--- src/sv/button_click_dimmer_controller_assert.svh ---
// assertion macros for the button click dimmer controller
// used by the top level; no other dependencies
`ifndef BUTTON_CLICK_DIMMER_CONTROLLER_ASSERT_SVH
`define BUTTON_CLICK_DIMMER_CONTROLLER_ASSERT_SVH

`ifndef NO_ASSERTIONS

`define BCD_ASSERT_IMP(lbl, clk, rst, ante, cons) \
  lbl: assert property (@(posedge clk) disable iff (rst) (ante) |-> (cons)) \
    else $error("bcd assertion failed");

`define BCD_ASSERT_NXT(lbl, clk, rst, ante, cons) \
  lbl: assert property (@(posedge clk) disable iff (rst) (ante) |=> (cons)) \
    else $error("bcd assertion failed");

`else

`define BCD_ASSERT_IMP(lbl, clk, rst, ante, cons)

`define BCD_ASSERT_NXT(lbl, clk, rst, ante, cons)

`endif

`endif

--- src/sv/bcd_pkg.sv ---
// shared types, codes and constants of the button click dimmer controller
// no dependencies
package bcd_pkg;

  localparam int PWM_BITS = 8;

  localparam int WINDOW_W = 8;
  localparam int LIMIT_W  = 16;
  localparam int CFG_IDX_W  = 1;
  localparam int CFG_DATA_W = 16;
  localparam int DUTY_W   = 8;

  localparam logic [7:0] BRIGHT_MAX   = 8'd254;
  localparam logic [7:0] BRIGHT_MIN   = 8'd1;
  localparam logic [7:0] BRIGHT_RESET = 8'd127;

  localparam logic [WINDOW_W-1:0] WINDOW_RESET = 8'd30;
  localparam logic [LIMIT_W-1:0]  LIMIT_RESET  = 16'd1000;
  localparam logic [LIMIT_W-1:0]  COUNT_SAT_EDGE = 16'd65533;
  localparam logic [LIMIT_W-1:0]  COUNT_MAX    = 16'hFFFF;

  localparam logic [CFG_IDX_W-1:0] REG_WINDOW = 1'd0;
  localparam logic [CFG_IDX_W-1:0] REG_LIMIT  = 1'd1;

  typedef enum logic [1:0] {
    ACT_NONE    = 2'd0,
    ACT_PRESS   = 2'd1,
    ACT_RELEASE = 2'd2,
    ACT_HOLD    = 2'd3
  } action_t;

  typedef enum logic [1:0] {
    OFF_NONE     = 2'd0,
    OFF_BATTERY  = 2'd1,
    OFF_OVERHEAT = 2'd2
  } off_reason_t;

  typedef enum logic [2:0] {
    STEP_IDLE = 3'b001,
    STEP_ONE  = 3'b010,
    STEP_TWO  = 3'b100
  } step_t;

  typedef struct packed {
    step_t            click_step;
    logic [7:0]       click_timer;
    logic             hold_active;
    logic             dim_upward;
    logic [7:0]       brightness;
    logic             lamp_state;
    logic [15:0]      press_counter;
  } state_t;

  typedef struct packed {
    logic              led_on;
    logic [DUTY_W-1:0] pwm_duty;
    logic              click_request;
    logic              force_off;
    logic              reset_request;
    logic [1:0]        off_reason;
  } result_t;

  function automatic logic [DUTY_W-1:0] duty_of(input logic on, input logic [7:0] level);
    logic [15:0] mask;
    mask = 16'((32'd1 << PWM_BITS) - 32'd1);
    duty_of = on ? DUTY_W'(16'(level) & mask) : '0;
  endfunction

endpackage

--- src/sv/bcd_if.sv ---
// handshake channels of the button click dimmer controller
// depends on bcd_pkg
interface bcd_key_if;
  logic       valid;
  logic       ready;
  logic [1:0] action;
  logic       battery_low;
  logic       overheated;
  modport source (output valid, action, battery_low, overheated, input ready);
  modport sink (input valid, action, battery_low, overheated, output ready);
endinterface

interface bcd_lamp_if;
  logic                      valid;
  logic                      ready;
  logic                      led_on;
  logic [bcd_pkg::DUTY_W-1:0] pwm_duty;
  logic                      click_request;
  logic                      force_off;
  logic                      reset_request;
  logic [1:0]                off_reason;
  modport source (output valid, led_on, pwm_duty, click_request, force_off,
                  reset_request, off_reason, input ready);
  modport sink (input valid, led_on, pwm_duty, click_request, force_off,
                reset_request, off_reason, output ready);
endinterface

interface bcd_cfg_if;
  logic                          valid;
  logic                          ready;
  logic [bcd_pkg::CFG_IDX_W-1:0]  index;
  logic [bcd_pkg::CFG_DATA_W-1:0] data;
  modport source (output valid, index, data, input ready);
  modport sink (input valid, index, data, output ready);
endinterface

--- src/sv/bcd_tick.sv ---
// next-state and result logic for one tick of the dimmer controller
// depends on bcd_pkg
module bcd_tick (
  input  bcd_pkg::state_t                   state,
  input  logic [1:0]                        action,
  input  logic                              battery_low,
  input  logic                              overheated,
  input  logic [bcd_pkg::WINDOW_W-1:0]      window,
  input  logic [bcd_pkg::LIMIT_W-1:0]       limit,
  output bcd_pkg::state_t                   state_next,
  output bcd_pkg::result_t                  result
);

  bcd_pkg::action_t     act;
  bcd_pkg::step_t       step;
  logic [7:0]           timer;
  logic                 hold;
  logic                 upward;
  logic                 lamp;
  logic [7:0]           level;
  logic [15:0]          count;
  logic                 click_req;
  logic                 cut_req;
  logic                 rst_req;
  bcd_pkg::off_reason_t reason;

  assign act = bcd_pkg::action_t'(action);

  always_comb begin
    step = state.click_step;
    timer = state.click_timer;
    hold = state.hold_active;
    upward = state.dim_upward;
    lamp = state.lamp_state;
    level = state.brightness;
    count = state.press_counter;
    click_req = 1'b0;
    cut_req = 1'b0;
    rst_req = 1'b0;
    reason = bcd_pkg::OFF_NONE;

    // window countdown
    if (timer != 8'd0) begin
      timer = timer - 8'd1;
    end else begin
      step = bcd_pkg::STEP_IDLE;
    end

    unique case (act)
      bcd_pkg::ACT_PRESS: begin
        unique case (step)
          bcd_pkg::STEP_IDLE: begin
            timer = window;
            step = bcd_pkg::STEP_ONE;
            click_req = 1'b1;
          end
          bcd_pkg::STEP_ONE: begin
            timer = window;
            step = bcd_pkg::STEP_TWO;
          end
          default: begin
            step = bcd_pkg::STEP_IDLE;
          end
        endcase
      end
      bcd_pkg::ACT_RELEASE: begin
        unique case (step)
          bcd_pkg::STEP_ONE: begin
            timer = window;
          end
          bcd_pkg::STEP_TWO: begin
            timer = 8'd0;
            lamp = !lamp;
          end
          default: begin
            step = bcd_pkg::STEP_IDLE;
          end
        endcase
        hold = 1'b0;
      end
      bcd_pkg::ACT_HOLD: begin
        hold = 1'b1;
        if (lamp) begin
          upward = !upward;
        end else begin
          cut_req = 1'b1;
        end
      end
      default: begin
      end
    endcase

    // fault cut-off, low battery first
    if (lamp && battery_low) begin
      lamp = 1'b0;
      reason = bcd_pkg::OFF_BATTERY;
    end else if (lamp && overheated) begin
      lamp = 1'b0;
      reason = bcd_pkg::OFF_OVERHEAT;
    end

    priority if (lamp && hold) begin
      if (upward && level < bcd_pkg::BRIGHT_MAX) begin
        level = level + 8'd1;
      end else if (!upward && level > bcd_pkg::BRIGHT_MIN) begin
        level = level - 8'd1;
      end
    end else if (hold) begin
      if (count > bcd_pkg::COUNT_SAT_EDGE) begin
        count = bcd_pkg::COUNT_MAX;
      end else begin
        count = count + 16'd2;
      end
      rst_req = count > limit;
    end else begin
      count = 16'd0;
    end

    state_next.click_step = step;
    state_next.click_timer = timer;
    state_next.hold_active = hold;
    state_next.dim_upward = upward;
    state_next.brightness = level;
    state_next.lamp_state = lamp;
    state_next.press_counter = count;

    result.led_on = lamp;
    result.pwm_duty = bcd_pkg::duty_of(lamp, level);
    result.click_request = click_req;
    result.force_off = cut_req;
    result.reset_request = rst_req;
    result.off_reason = reason;
  end

endmodule

--- src/sv/button_click_dimmer_controller.sv ---
// Button click dimmer controller: one key item per tick in, one lamp result out.
// Each accepted item passes through the combinational tick logic and its result is
// held in an output register; a new item is accepted every cycle the output register is
// empty or being drained, so throughput is one item per clock.
// Configuration writes (double-click window, reset press limit) are taken at any time.
// Depends on bcd_pkg, bcd_if, bcd_tick and button_click_dimmer_controller_assert.svh.
`include "button_click_dimmer_controller_assert.svh"

module button_click_dimmer_controller (
  input logic         clk,
  input logic         rst,
  bcd_cfg_if.sink     cfg,
  bcd_key_if.sink     key,
  bcd_lamp_if.source  lamp
);

  bcd_pkg::state_t                 state;
  bcd_pkg::state_t                 state_next;
  bcd_pkg::result_t                result;
  bcd_pkg::result_t                result_next;
  logic                            out_valid;
  logic [bcd_pkg::WINDOW_W-1:0]    window;
  logic [bcd_pkg::LIMIT_W-1:0]     limit;
  logic                            accept;

  assign cfg.ready = 1'b1;
  assign key.ready = !out_valid || lamp.ready;
  assign accept = key.valid && key.ready;

  bcd_tick u_tick (
    .state       (state),
    .action      (key.action),
    .battery_low (key.battery_low),
    .overheated  (key.overheated),
    .window      (window),
    .limit       (limit),
    .state_next  (state_next),
    .result      (result_next)
  );

  always_ff @(posedge clk) begin
    if (rst) begin
      window <= bcd_pkg::WINDOW_RESET;
      limit <= bcd_pkg::LIMIT_RESET;
    end else if (cfg.valid) begin
      unique case (cfg.index)
        bcd_pkg::REG_WINDOW: window <= cfg.data[bcd_pkg::WINDOW_W-1:0];
        bcd_pkg::REG_LIMIT:  limit <= cfg.data[bcd_pkg::LIMIT_W-1:0];
        default: begin
        end
      endcase
    end
  end

  always_ff @(posedge clk) begin
    if (rst) begin
      state.click_step <= bcd_pkg::STEP_IDLE;
      state.click_timer <= 8'd0;
      state.hold_active <= 1'b0;
      state.dim_upward <= 1'b1;
      state.brightness <= bcd_pkg::BRIGHT_RESET;
      state.lamp_state <= 1'b0;
      state.press_counter <= 16'd0;
      out_valid <= 1'b0;
    end else begin
      if (accept) begin
        state <= state_next;
        out_valid <= 1'b1;
      end else if (lamp.ready) begin
        out_valid <= 1'b0;
      end
    end
  end

  always_ff @(posedge clk) begin
    if (accept) begin
      result <= result_next;
    end
  end

  assign lamp.valid = out_valid;
  assign lamp.led_on = result.led_on;
  assign lamp.pwm_duty = result.pwm_duty;
  assign lamp.click_request = result.click_request;
  assign lamp.force_off = result.force_off;
  assign lamp.reset_request = result.reset_request;
  assign lamp.off_reason = result.off_reason;

  `BCD_ASSERT_NXT(a_accept_gives_result, clk, rst, accept, out_valid)
  `BCD_ASSERT_IMP(a_off_no_duty, clk, rst, out_valid && !result.led_on, result.pwm_duty == '0)
  `BCD_ASSERT_IMP(a_force_lamp_off, clk, rst, out_valid && result.force_off, !result.led_on)
  `BCD_ASSERT_IMP(a_reason_lamp_off, clk, rst, out_valid && result.off_reason != bcd_pkg::OFF_NONE,
                  !result.led_on)
  `BCD_ASSERT_IMP(a_bright_range, clk, rst, 1'b1,
                  state.brightness >= bcd_pkg::BRIGHT_MIN &&
                  state.brightness <= bcd_pkg::BRIGHT_MAX)

endmodule

--- src/flat_wrapper.sv ---
// flat-port wrapper written by rule: the top's interface ports become plain ports
module button_click_dimmer_controller_flat 
  (clk, rst, cfg_valid, cfg_index, cfg_data, cfg_ready, key_valid, key_action, key_battery_low, key_overheated, key_ready, lamp_valid, lamp_led_on, lamp_pwm_duty, lamp_click_request, lamp_force_off, lamp_reset_request, lamp_off_reason, lamp_ready);
  bcd_cfg_if cfg_i ();
  bcd_key_if key_i ();
  bcd_lamp_if lamp_i ();
  input logic clk;
  input logic rst;
  input wire logic [$bits(cfg_i.valid)-1:0] cfg_valid;
  input wire logic [$bits(cfg_i.index)-1:0] cfg_index;
  input wire logic [$bits(cfg_i.data)-1:0] cfg_data;
  output wire logic [$bits(cfg_i.ready)-1:0] cfg_ready;
  input wire logic [$bits(key_i.valid)-1:0] key_valid;
  input wire logic [$bits(key_i.action)-1:0] key_action;
  input wire logic [$bits(key_i.battery_low)-1:0] key_battery_low;
  input wire logic [$bits(key_i.overheated)-1:0] key_overheated;
  output wire logic [$bits(key_i.ready)-1:0] key_ready;
  output wire logic [$bits(lamp_i.valid)-1:0] lamp_valid;
  output wire logic [$bits(lamp_i.led_on)-1:0] lamp_led_on;
  output wire logic [$bits(lamp_i.pwm_duty)-1:0] lamp_pwm_duty;
  output wire logic [$bits(lamp_i.click_request)-1:0] lamp_click_request;
  output wire logic [$bits(lamp_i.force_off)-1:0] lamp_force_off;
  output wire logic [$bits(lamp_i.reset_request)-1:0] lamp_reset_request;
  output wire logic [$bits(lamp_i.off_reason)-1:0] lamp_off_reason;
  input wire logic [$bits(lamp_i.ready)-1:0] lamp_ready;
  assign cfg_i.valid = cfg_valid;
  assign cfg_i.index = cfg_index;
  assign cfg_i.data = cfg_data;
  assign cfg_ready = cfg_i.ready;
  assign key_i.valid = key_valid;
  assign key_i.action = key_action;
  assign key_i.battery_low = key_battery_low;
  assign key_i.overheated = key_overheated;
  assign key_ready = key_i.ready;
  assign lamp_valid = lamp_i.valid;
  assign lamp_led_on = lamp_i.led_on;
  assign lamp_pwm_duty = lamp_i.pwm_duty;
  assign lamp_click_request = lamp_i.click_request;
  assign lamp_force_off = lamp_i.force_off;
  assign lamp_reset_request = lamp_i.reset_request;
  assign lamp_off_reason = lamp_i.off_reason;
  assign lamp_i.ready = lamp_ready;
  button_click_dimmer_controller u_core (.clk(clk), .rst(rst), .cfg(cfg_i), .key(key_i), .lamp(lamp_i));
endmodule
--- config.mk ---
export PLATFORM = sky130hd
export DESIGN_NAME = button_click_dimmer_controller_flat
export DESIGN_NICKNAME = d
export VERILOG_FILES = /design/src/sv/bcd_pkg.sv /design/src/sv/bcd_if.sv /design/src/sv/bcd_tick.sv /design/src/sv/button_click_dimmer_controller.sv /design/src/flat_wrapper.sv
export VERILOG_INCLUDE_DIRS = /design/src /design/src/sv
export SDC_FILE = /design/constraint.sdc
export NUM_CORES = 1
export LEC_CHECK = 0
export ABC_AREA = 1
export BUFFER_PORTS_ARGS = -buffer_cell sky130_fd_sc_hd__buf_2
export CAP_MARGIN = 10
export CORE_AREA = 10 10 96 115
export DETAILED_ROUTE_END_ITERATION = 10
export DIE_AREA = 0 0 106 125
export GPL_TIMING_DRIVEN = 1
export HOLD_SLACK_MARGIN = 0.1
export PLACE_DENSITY_LB_ADDON = 0.1
export SYNTH_ARGS = -nofsm -noshare
export SYNTH_HDL_FRONTEND = slang
export SYNTH_SLANG_ARGS = --single-unit
--- constraint.sdc ---
create_clock -name clk -period 3.35 [get_ports clk]
set_input_delay 0.335 -clock clk [delete_from_list [all_inputs] [get_ports clk]]
set_output_delay 0.335 -clock clk [all_outputs]
set_load 0.01 [all_outputs]
## Word-level counts from Yosys, hierarchy flattened

Cells that the tools add are included.

| word-level totals | value |
|---|---|
| bits in registers | 77 |
| bits of input ports | 26 |
| word-level logic and storage cells | 79 |

| cells by class | value |
|---|---|
| add/subtract/negate cells | 4 |
| $lt $le $gt $ge | 4 |
| eq/ne operators | 6 |
| muxes and demuxes | 27 |
| bitwise operators | 3 |
| reduce and logical (&&, ||, !) cells | 19 |

Operator list:

| operator | number |
|---|---|
| $mux 16 | 4 |
| $mux 8 | 5 |
| $pmux 8 s2 | 2 |
| $add 16x2->16 const B | 1 |
| $gt 16x16->1 | 1 |
| $gt 16x16->1 const B | 1 |
| $sub 8x1->8 const B | 2 |
| $pmux 3 s2 | 2 |
| $mux 1 | 10 |
| $add 8x1->8 const B | 1 |
| $gt 8x1->1 const B | 1 |
| $lt 8x8->1 const B | 1 |
| $reduce_bool 8->1 | 1 |
| $logic_and 1x1->1 | 6 |
| $mux 3 | 2 |
| $reduce_and 2->1 | 3 |
| $reduce_or 2->1 | 3 |
| $eq 2x2->1 const B | 2 |
| $logic_not 1->1 | 4 |
| $eq 3x1->1 const B | 1 |
| $eq 3x2->1 const B | 1 |
| $eq 3x3->1 const B | 1 |
| $not 1->1 | 3 |
| $eq 2x1->1 const B | 1 |
| other kinds (4) | 4 |

## Longest topological paths before layout

Gate-level depths: netlist of run 1.

| depth | value |
|---|---|
| depth in word-level cells | 11 |
| gate-level depth with buffers | 18 |
| depth with buffers taken out | 18 |

## By module

A second synthesis of run 1 with hierarchy kept.

| unflattened totals | value |
|---|---|
| cell total of the unflattened synthesis | 811 |
| area, all modules | 5332.6 um^2 |

By module, submodules not included:

| module | instances | cells an instance | area each (um^2) |
|---|---|---|---|
| button_click_dimmer_controller | 1 | 358 | 2944.1 |
| bcd_tick | 1 | 453 | 2388.5 |

## Least setup slack after synthesis of run 1

OpenSTA, ideal clock, no wires.

| timing path | value |
|---|---|
| kind | register to register |
| from | reg, netlist name u_core.state[1] |
| to | reg u_core.result (netlist bit u_core.lamp.reset_request) (data pin) |
| data arrival time | 2.119 ns |
| required time | 3.099 ns |
| setup slack | 0.980 ns |
| cell stages (with the launch flop) | 18 |
| period minus slack after synthesis | 2.370 ns |
| path through | dfxtp_1 > ha_1 > nand3_1 > nor2_1 > nand2_1 > inv_2 > nand3b_1 > o21ai_0 > nand3_1 > ha_1 > nand2_1 > inv_1 > nand3_1 > inv_1 > a32oi_1 > nand4_1 > nand3_1 > inv_1 |

| between the ends | value |
|---|---|
| cells in the longest elaborated chain, start to end | 5 |
| elaborated cells between the ends (all ways) | 6 |
| classes of those cells | add/sub: 1; order compare: 2; mux: 3 |

Ends and longest elaborated chain:

| item | RTL line | text |
|---|---|---|
| $add 16x2->16 / $gt 16x16->1 (equally long branches) | bcd_tick.sv:112, bcd_tick.sv:109 |  |
| $mux 16 * | bcd_tick.sv:109 | `if (count > bcd_pkg::COUNT_SAT_EDGE) begin` |
| $mux 16 * | bcd_tick.sv:108 | `end else if (hold) begin` |
| $mux 16 * | bcd_tick.sv:102 | `priority if (lamp && hold) begin` |
| $gt 16x16->1 * | bcd_tick.sv:114 | `rst_req = count > limit;` |
| end signal: assignment | button_click_dimmer_controller.sv:77 | `result <= result_next;` |
| end: declaration | button_click_dimmer_controller.sv:19 | `bcd_pkg::result_t result;` |

Mark *: on every way between the ends. The rest lies on a longest branch, timed or not. The select of a mux whose other input is x is not followed.
A chain may end at the register's enable or synchronous reset.

## Worst setup path after layout of run 1

| timing path | value |
|---|---|
| from | reg, netlist name u_core.state[1] |
| to | reg u_core.result (netlist bit u_core.lamp.reset_request) (data pin) |

| between the ends | value |
|---|---|
| cells in the longest elaborated chain, start to end | 5 |
| elaborated cells between the ends (all ways) | 6 |
| classes of those cells | add/sub: 1; order compare: 2; mux: 3 |

Ends and longest elaborated chain:

| item | RTL line |
|---|---|
| $add 16x2->16 / $gt 16x16->1 (equally long branches) | bcd_tick.sv:112, bcd_tick.sv:109 |
| $mux 16 * | bcd_tick.sv:109 |
| $mux 16 * | bcd_tick.sv:108 |
| $mux 16 * | bcd_tick.sv:102 |
| $gt 16x16->1 * | bcd_tick.sv:114 |

Marks and branches as above.

==> results of run 1 <==
-- state kept, by name (all words and copies together) (netlist names) --
signal and flops:
u_core.state 38, u_core.limit 16, u_core.lamp.pwm_duty 8, u_core.window 8
u_core.lamp.off_reason 2, u_core.lamp.click_request 1, u_core.lamp.force_off 1, u_core.lamp.led_on 1
u_core.lamp.reset_request 1, u_core.lamp.valid 1
-- Yosys cell counts (all sizes together), types with 6 or more instances --
master	number	area share
nand3	51	0.059
nor2	52	0.048
or2	6	0.0080
inv	71	0.057
clkbuf	16	0.013
nand2	174	0.15
a31oi	6	0.0080
edfxtp	14	0.090
o211ai	13	0.022
xor2	17	0.032
o21ai	42	0.046
a21oi	73	0.086
ha	24	0.064
buf	8	0.014
dfxtp	63	0.27
-- through the flow --
step           instance area [µm²]  power, W  hold WS, ns  utilization  setup slack [ns]
2_1_floorplan                 4680   0.00138        0.430            -             0.980
3_3_place_gp                  4940   0.00147        0.446        0.559             0.830
3_5_place_dp                  4940   0.00148        0.448        0.559             0.679
4_1_cts                       5180   0.00230        0.177        0.585             0.635
5_1_grt                       5180   0.00241        0.202        0.585             0.354
6_report                      5180   0.00228        0.197        0.585             0.636
-- worst max path at each step --
stage	from	slack (ns)	to	cells past startpoint
floorplan	u_core.state[1]	0.98	u_core.lamp.reset_request	17
global placement	u_core.state[1]	0.83	u_core.lamp.reset_request	17
detailed placement	u_core.state[1]	0.68	u_core.lamp.reset_request	17
CTS	u_core.state[1]	0.63	u_core.lamp.reset_request	17
global route	u_core.state[1]	0.35	u_core.lamp.reset_request	17
finish	u_core.state[1]	0.64	u_core.lamp.reset_request	17
-- layout make-up --
| cell class | count | area share |
|---|---|---|
| Multi-Input combinational cell | 478 | 0.504 |
| Sequential cell | 77 | 0.325 |
| Inverter | 72 | 0.0522 |
| Timing Repair Buffer | 45 | 0.0454 |
| Clock buffer | 11 | 0.0295 |
| Tap cell | 120 | 0.0290 |
| Clock inverter | 5 | 0.0155 |
-- cell families (layout without fill, tap and decap cells) --
family	count (synthesis)	after routing	share of synthesized area
AND/OR/NAND/NOR	293	293	0.282
AO/OA/AOI/OAI	138	138	0.168
flip-flops	77	77	0.359
other	1	1	0.000801
XOR/XNOR	22	22	0.0411
adder cells (fa/ha/maj)	24	24	0.0641
buffers and inverters	96	133	0.0847
-- worst min-delay path, cell delays in order --
cell and delay [ns]:
buf_2 0.07, nand2_1 0.04, o211ai_1 0.06
-- power breakdown --
part	internal, W	leakage (nW)	switching [W]
registers	0.000996	0.659	0.0000402
logic	0.000149	1.62	0.000276
clock network	0.000466	0.119	0.000355
total	0.00161	2.40	0.000671
-- metal layers --
metal  up-vias  share of wire  global-route usage
met2        93           0.49               0.289
li1       2198              -                   -
met1      1906           0.44               0.185
met3        21          0.045              0.0339
met5         -              0                   0
met4         0          0.026              0.0766
==> results.ini, run 1 <==
[synth]
syn-cell-area_um2 = 4680
ys.flop_type = dfxtp_1
synth_fp_nets = 701
synth_cells = 651
async_reset_ff_frac = 0
ys_seq_elements = 77
avgSynthCellArea_um2 = 7.20
yosys_warnings = 0
synth.yosys.seq_area_share = 0.359
ys_types = 44
synth_edf_count = 14

[pwr]
leakage_nw = 2.40
p_per_area_nw_per_um2 = 441
ir_drop_v = 0.000277

[sta]
fin_crit_ns = 2.71
rsz0062_at_grt = false
tightest_slew_ns = 0.989
finalSetupViolCount = 0
fin_setup_tns_ns = 0
skew_ns = 0.0131
finalHoldViolCount = 0
drv_slew = 0
slew_headroom = 0.340
timing.fmax_ghz = 0.368
fin_crit_sh = 0.810

[cells_and_area]
drive_gt1_frac = 0.153
fillCellCount = 841
area_growth_pct = 10.5
final_cell_mix = nand2_1 (157), inv_1 (70), a21oi_1 (63), dfxtp_1 (63), nand3_1 (48)
stdcell_count = 808
final_common_cell = nand2_1
multi_input_area_um2 = 2610
antennaDiodeCount = 0
seqCellArea_um2 = 1680
fin_nets = 733

[critical_path]
r2r_slack_ns = 0.64
required_ns = 3.46
crit_buf_inv = 4
crit_path_end_kind = flip-flop
timing.rr.start = u_core.state[1]
crit_top_cell = nand3_1
r2r_end = u_core.lamp.reset_request
critPathMaxFanout = 4
worst_setup_path_start_kind = flip-flop
slowest_stage = dfxtp_1
cpPeakStageDelay_ns = 0.39
critPathTopFamily = simple AND/OR/NAND/NOR gates
critical_path_class = flip-flop to flip-flop
arrival_ns = 2.82
path_cells = ha_1 -> nand3_1 -> nor2_1 -> nand2_1 -> inv_2 -> nand3b_1 -> o21ai_0 -> nand3_1 -> ha_1 -> nand2_1 -> inv_1 -> nand3_1 -> inv_1 -> a32oi_1 -> nand4_1 -> nand3_1 -> inv_1
rr_worst_depth = 17

[clock_tree]
cts_resized = 0
clkLatencyLatePin_ns = 0.35
post_cts_buffers = 0
clock-sinks = 77
h-tree-depth = 3
cts_root_buffer = clkbuf_8
cts_tree = done
clk_path_buf_depth = 2
hold_buffers = 0
clk_pin_slew_ns = 0.08
cts_buffers = 9

[route]
drc_errors = 0
drtAntennaViolNets = 0
vias = 4218
dr.pass1.iters = 4
first_iter_violations = 177
vias_per_cell = 5.22
totalWireLength_um = 10900
wl_per_cell_um = 13.5

[floorplan]
fp.dieArea_um2 = 13300
die_w_um = 106
initial_core_util = 0.530
rows = 38
io_pins = 43
core_area_um2 = 8840
die_y_um = 125

[placed_design]
hpwl_um = 7860
placed_cells = 792
numPortBuffers = 41
place.gp.congestion = 0.974

[global_route]
grt_usage = 0.164
grt-ovfl-total = 0
grt_max_degree = 39
grt_pass1_wl_um = 18300
grt_pass1_vias = 4018
antenna_found_initial = 0

[min_path]
min_path_cells = 3
hold_end = u_core.limit[9]
hold_start = cfg_data[9]
hold_path.class = input pin to flip-flop

[run]
cap_violations = 0

[outcome]
status = finished, final reports clean

Power figures use the tool's default switching activity.
==> inputs of run 2 (changes only) <==
Clock period 3.35 ns to 2.5 ns, I/O delays scaled along.
==> results.ini, run 2 (synthesis gave the netlist of run 1 again) <==
[sta]
timing.fmax_ghz = 0.412  ; was 0.368 GHz
skew_ns = 0.0106  ; was 0.0131 ns
tightest_slew_ns = 0.541  ; was 0.989 ns
finalSetupViolCount = 0  ; unchanged
drv_slew = 0  ; unchanged
whs_ns = 0.117  ; was 0.197 ns
fin_crit_sh = 0.972  ; was 0.810
finalHoldViolCount = 0  ; unchanged
slew_headroom = 0.636  ; was 0.340
setup_ws_ns = 0.0702  ; was 0.636 ns
fin_crit_ns = 2.43  ; was 2.71 ns

[cells_and_area]
drive_gt1_frac = 0.242  ; was 0.153
final_common_cell = nand2_1  ; unchanged
largest_reg_flops = 38  ; unchanged
stdcell_count = 840  ; was 808
fillCellCount = 804  ; was 841
final_cell_mix = nand2_1 (148), inv_1 (67), a21oi_1 (61)  ; was nand2_1 (157), inv_1 (70), a21oi_1 (63), dfxtp_1 (63), nand3_1 (48)
regMostFlops = u_core.state  ; unchanged
stdcell_area_um2 = 5690  ; was 5180 µm²
fin_nets = 765  ; was 733
area_growth_pct = 21.5  ; was 10.5%
antennaDiodeCount = 0  ; unchanged
largestRegisters = u_core.state: 38 flops, u_core.limit: 16 flops  ; unchanged

[global_route]
grt_max_degree = 33  ; was 39
grt_pass1_wl_um = 18800  ; was 18300 µm
grt-ovfl-total = 0  ; unchanged
grt_pass1_vias = 4016  ; was 4018
antenna_found_initial = 0  ; unchanged
grt_usage = 0.173  ; was 0.164

[route]
vias = 4426  ; was 4218
dr.pass1.iters = 5  ; was 4
vias_per_cell = 5.27  ; was 5.22
first_iter_violations = 179  ; was 177
totalWireLength_um = 11900  ; was 10900 µm
wl_per_cell_um = 14.1  ; was 13.5 µm
drtAntennaViolNets = 0  ; unchanged
drc_errors = 0  ; unchanged

[pwr]
finalPower_w = 0.00302  ; was 0.00228 W
intPower_w = 0.00211  ; was 0.00161 W
ir_drop_v = 0.000318  ; was 0.000277 V
swShare = 0.303  ; was 0.294
p_per_area_nw_per_um2 = 531  ; was 441 nW/µm²
pwr-share-comb = 0.204  ; was 0.186
sequentialPowerShare = 0.459  ; was 0.454
leakage_nw = 2.62  ; was 2.40 nW
p_switching_w = 0.000917  ; was 0.000671 W
p_clk_frac = 0.337  ; was 0.359

[critical_path]
critPathTopFamily = simple AND/OR/NAND/NOR gates  ; unchanged
rr_worst_depth = 16  ; was 17
r2r_slack_ns = 0.07  ; was 0.64 ns
crit_buf_inv = 2  ; was 4
path_cells = nand2_2 -> nor2_4 -> nand4_4 -> nor2_4 -> buf_6 -> nand3_4 -> nand2_4 -> ha_1 -> nand2_2 -> nor2_2 -> nand2_1 -> o211ai_1 -> nand3_1 -> nand4_1 -> nand3_1 -> inv_1  ; was ha_1 -> nand3_1 -> nor2_1 -> nand2_1 -> inv_2 -> nand3b_1 -> o21ai_0 -> nand3_1 -> ha_1 -> nand2_1 -> inv_1 -> nand3_1 -> inv_1 -> a32oi_1 -> nand4_1 -> nand3_1 -> inv_1
crit_path_end_kind = flip-flop  ; unchanged
slowest_stage = dfxtp_4  ; was dfxtp_1
critical_path_class = flip-flop to flip-flop  ; unchanged
arrival_ns = 2.56  ; was 2.82 ns
required_ns = 2.63  ; was 3.46 ns
critPathMaxFanout = 7  ; was 4
cpPeakStageDelay_ns = 0.37  ; was 0.39 ns
worst-path-stages = 16  ; was 17
worst_setup_path_start_kind = flip-flop  ; unchanged

[placed_design]
place.gp.congestion = 0.872  ; was 0.974
placed_cells = 813  ; was 792
hpwl_um = 8480  ; was 7860 µm
post-place-ws_ns = -0.0138  ; was 0.679 ns
place_area_um2 = 5130  ; was 4940 µm²
numPortBuffers = 41  ; unchanged

[floorplan]
fp.dieArea_um2 = 13300  ; unchanged
initial_core_util = 0.530  ; unchanged
die_y_um = 125  ; unchanged
core_area_um2 = 8840  ; unchanged
die_w_um = 106  ; unchanged
io_pins = 43  ; unchanged
rows = 38  ; unchanged

[clock_tree]
cts_buffers = 9  ; unchanged
clk_pin_slew_ns = 0.08  ; about the same
cts_tree = done  ; unchanged
h-tree-depth = 3  ; unchanged
clock-sinks = 77  ; unchanged
cts_root_buffer = clkbuf_8  ; unchanged
clkLatencyLatePin_ns = 0.36  ; was 0.35 ns
clk_path_buf_depth = 2  ; unchanged

[min_path]
hold_path.class = input pin to flip-flop  ; unchanged
min_path_cells = 3  ; unchanged

[run]
cap_violations = 0  ; unchanged

[outcome]
status = finished, final reports clean  ; unchanged

## run 2: changes by cell type in the layout (fill, tap and decap cells not counted), moves of 5 or more
cell	before	now
nand2_1	157	148
o21ai_0	40	35
ha_1	24	17
nand2_4	1	6
ha_4	0	7
buf_4	4	31
nand3_1	48	42
## run 2: cell type report
cell class                      count  area (µm²)  share of cell area
Multi-Input combinational cell    479        2860               0.503
Inverter                           72         270              0.0475
Clock inverter                      5        56.3             0.00989
Tap cell                          120         150              0.0264
Timing Repair Buffer               76         499              0.0877
Sequential cell                    77        1690               0.297
Clock buffer                       11         163              0.0286
## run 2: power groups by stage
stage | clock network (W) | registers (W) | logic (W)
after floorplan | 0 | 0.00141 | 0.000442
after global placement | 0 | 0.00141 | 0.000583
after detailed placement | 0 | 0.00141 | 0.000595
after CTS | 0.00104 | 0.00139 | 0.000602
after global routing | 0.00110 | 0.00139 | 0.000697
final | 0.00102 | 0.00139 | 0.000618
## run 2: tightest hold or removal path: cells and delay by family
family	cells	cell delay, ns
and+or+nand+nor	1	0.05
AOI/OAI and AO/OA	1	0.06
buffers and inverters	1	0.09
## run 2: final timing paths
check                         endpoint             start
max          u_core.lamp.reset_request   u_core.state[2]
max reg2reg  u_core.lamp.reset_request   u_core.state[2]
min                   u_core.window[2]       cfg_data[2]
min reg2reg           u_core.window[0]  u_core.window[0]
## run 2: timing repair
item	CTS	global route
buffers inserted	0	9
endpoints found under the hold margin	1	0
cloned	0	1
resized for setup	4	54
hold buffers	1	0
pin swaps	2	20
setup endpoints to repair	1	1
## run 2: per-layer routing
metal	wire, µm	up-vias	global-route usage
met3	502	25	0.0380
met4	425	0	0.0894
met2	5810	98	0.294
met5	0	-	0
met1	5140	2031	0.197
li1	-	2272	-
## run 2: stage by stage
step / TNS (ns) / util
global route: -0.0810 / 0.644
CTS: 0 / 0.606
detailed placement: -0.0138 / 0.580
floorplan: 0 / -
global placement: 0 / 0.580
finish: 0 / 0.644
==> inputs of run 3 (changes only) <==
Settings changed: RECOVER_POWER set to 50.
==> results.ini, run 3 (synthesis gave the netlist of run 1 again) <==
[cells_and_area]
largestRegisters = u_core.state: 38 flops, u_core.limit: 16 flops  ; unchanged
fin_nets = 765  ; unchanged
stdcell_area_um2 = 5650  ; was 5690 µm²
seqCellArea_um2 = 1690  ; unchanged
drive_gt1_frac = 0.214  ; was 0.242
final_cell_mix = nand2_1 (149), inv_1 (67), a21oi_1 (61)  ; was nand2_1 (148), inv_1 (67), a21oi_1 (61)
antennaDiodeCount = 0  ; unchanged
area_growth_pct = 20.5  ; was 21.5%
final_common_cell = nand2_1  ; unchanged
regMostFlops = u_core.state  ; unchanged
fillCellCount = 822  ; was 804
multi_input_area_um2 = 2860  ; about the same
largest_reg_flops = 38  ; unchanged

[critical_path]
path_cells = nand2_2 -> nor2_4 -> nand4_4 -> nor2_4 -> buf_6 -> nand3_4 -> nand2_4 -> ha_1 -> nand2_2 -> nor2_2 -> nand2_1 -> o211ai_1 -> nand3_1 -> nand4_1 -> nand3_1 -> inv_1  ; unchanged
arrival_ns = 2.56  ; about the same
timing.rr.start = u_core.state[2]  ; unchanged
slowest_stage = dfxtp_4  ; unchanged
r2r_end = u_core.lamp.reset_request  ; unchanged
r2r_slack_ns = 0.07  ; about the same
worst_setup_path_start_kind = flip-flop  ; unchanged
crit_path_end_kind = flip-flop  ; unchanged
critical_path_class = flip-flop to flip-flop  ; unchanged
cpPeakStageDelay_ns = 0.37  ; about the same
critPathMaxFanout = 7  ; unchanged
required_ns = 2.63  ; about the same
rr_worst_depth = 16  ; unchanged

[placed_design]
hpwl_um = 8480  ; unchanged
numPortBuffers = 41  ; unchanged
place_area_um2 = 5130  ; unchanged
place.gp.congestion = 0.872  ; unchanged

[global_route]
grt_max_degree = 33  ; unchanged
grt_usage = 0.173  ; unchanged
antenna_found_initial = 0  ; unchanged
grt_pass1_vias = 4016  ; unchanged
grt_pass1_wl_um = 18800  ; unchanged
grt-ovfl-total = 0  ; unchanged

[floorplan]
die_w_um = 106  ; unchanged
initial_core_util = 0.530  ; unchanged
rows = 38  ; unchanged
core_area_um2 = 8840  ; unchanged
io_pins = 43  ; unchanged
fp.dieArea_um2 = 13300  ; unchanged
die_y_um = 125  ; unchanged

[route]
wl_met2_um = 5750  ; was 5810 µm
vias = 4444  ; was 4426
dr.pass1.iters = 5  ; unchanged
totalWireLength_um = 11900  ; about the same
top_layer = met4  ; unchanged
drc_errors = 0  ; unchanged
wl_met3_um = 513  ; was 502 µm
vias_per_cell = 5.29  ; was 5.27
wl_per_cell_um = 14.1  ; about the same
wirelength_met1_um = 5170  ; was 5140 µm
first_iter_violations = 188  ; was 179
drtAntennaViolNets = 0  ; unchanged

[sta]
fin_crit_ns = 2.43  ; about the same
slew_headroom = 0.187  ; was 0.636
timing.fmax_ghz = 0.411  ; was 0.412 GHz
fin_setup_tns_ns = 0  ; unchanged
finalSetupViolCount = 0  ; unchanged
skew_ns = 0.00965  ; was 0.0106 ns
tightest_slew_ns = 1.22  ; was 0.541 ns
finalHoldViolCount = 0  ; unchanged
fin_crit_sh = 0.973  ; was 0.972
drv_slew = 0  ; unchanged

[clock_tree]
clk_pin_slew_ns = 0.08  ; about the same
h-tree-depth = 3  ; unchanged
clkLatencyLatePin_ns = 0.36  ; about the same
cts_buffers = 9  ; unchanged
cts_root_buffer = clkbuf_8  ; unchanged
clock-sinks = 77  ; unchanged
cts_tree = done  ; unchanged
clk_path_buf_depth = 2  ; unchanged

[outcome]
status = finished, final reports clean  ; unchanged

[min_path]
hold_path.class = input pin to flip-flop  ; unchanged
hold_start = cfg_data[2]  ; unchanged
hold_end = u_core.window[2]  ; unchanged
min_path_cells = 3  ; unchanged

[pwr]
ir_drop_v = 0.000318  ; about the same
leakage_nw = 2.56  ; was 2.62 nW
p_per_area_nw_per_um2 = 534  ; was 531 nW/µm²

[run]
cap_violations = 0  ; unchanged

[run 3: cell type report]
cell class / instances / area share
Sequential cell: 77 / 0.300
Clock buffer: 11 / 0.0288
Multi-Input combinational cell: 479 / 0.507
Tap cell: 120 / 0.0266
Inverter: 72 / 0.0479
Timing Repair Buffer: 76 / 0.0807
Clock inverter: 5 / 0.00997
[run 3: worst max-delay path, delay by kind of cell (launching register included)]
| family | cells | cell delay (ns) |
|---|---|---|
| compound gates | 1 | 0.08 |
| simple gates | 12 | 1.33 |
| flops | 1 | 0.37 |
| fa+ha+maj | 1 | 0.25 |
| buf+inv | 2 | 0.18 |
[run 3: worst max-delay path by stage]
stage | start | end | depth (start not counted)
floorplan | u_core.state[1] | u_core.lamp.reset_request | 17
CTS | u_core.state[3] | u_core.lamp.reset_request | 15
global route | u_core.state[2] | u_core.lamp.reset_request | 16
finish | u_core.state[2] | u_core.lamp.reset_request | 16
detailed placement | u_core.state[1] | u_core.lamp.reset_request | 17
global placement | u_core.state[1] | u_core.lamp.reset_request | 17
[run 3: power breakdown]
| part | internal (W) | switching [W] |
|---|---|---|
| clock network | 0.000547 | 0.000472 |
| registers | 0.00133 | 0.0000536 |
| logic | 0.000217 | 0.000389 |
[run 3: per-layer routing]
metal,track usage,vias to the layer above
met4,0.0894,0
met3,0.0380,27
met5,0,-
li1,-,2274
met1,0.197,2034
met2,0.294,109
[run 3: metrics by stage]
step	setup slack [ns]	hold slack (ns)	std cells	total power, W	utilization
6_report	0.0680	0.117	840	0.00301	0.639
5_1_grt	-0.0810	0.103	840	0.00318	0.639
2_1_floorplan	0.130	0.380	651	0.00185	-
3_3_place_gp	0.0642	0.443	813	0.00200	0.580
4_1_cts	0.00333	0.102	830	0.00303	0.606
3_5_place_dp	-0.0138	0.454	813	0.00201	0.580
[run 3: what timing repair did]
item	in CTS	in global routing
pin swaps	2	20
buffers inserted	0	9
gates resized for setup	4	54
endpoints found under the setup margin	1	1
gates cloned	0	1
hold buffers	1	0
endpoints found under the hold margin	1	0
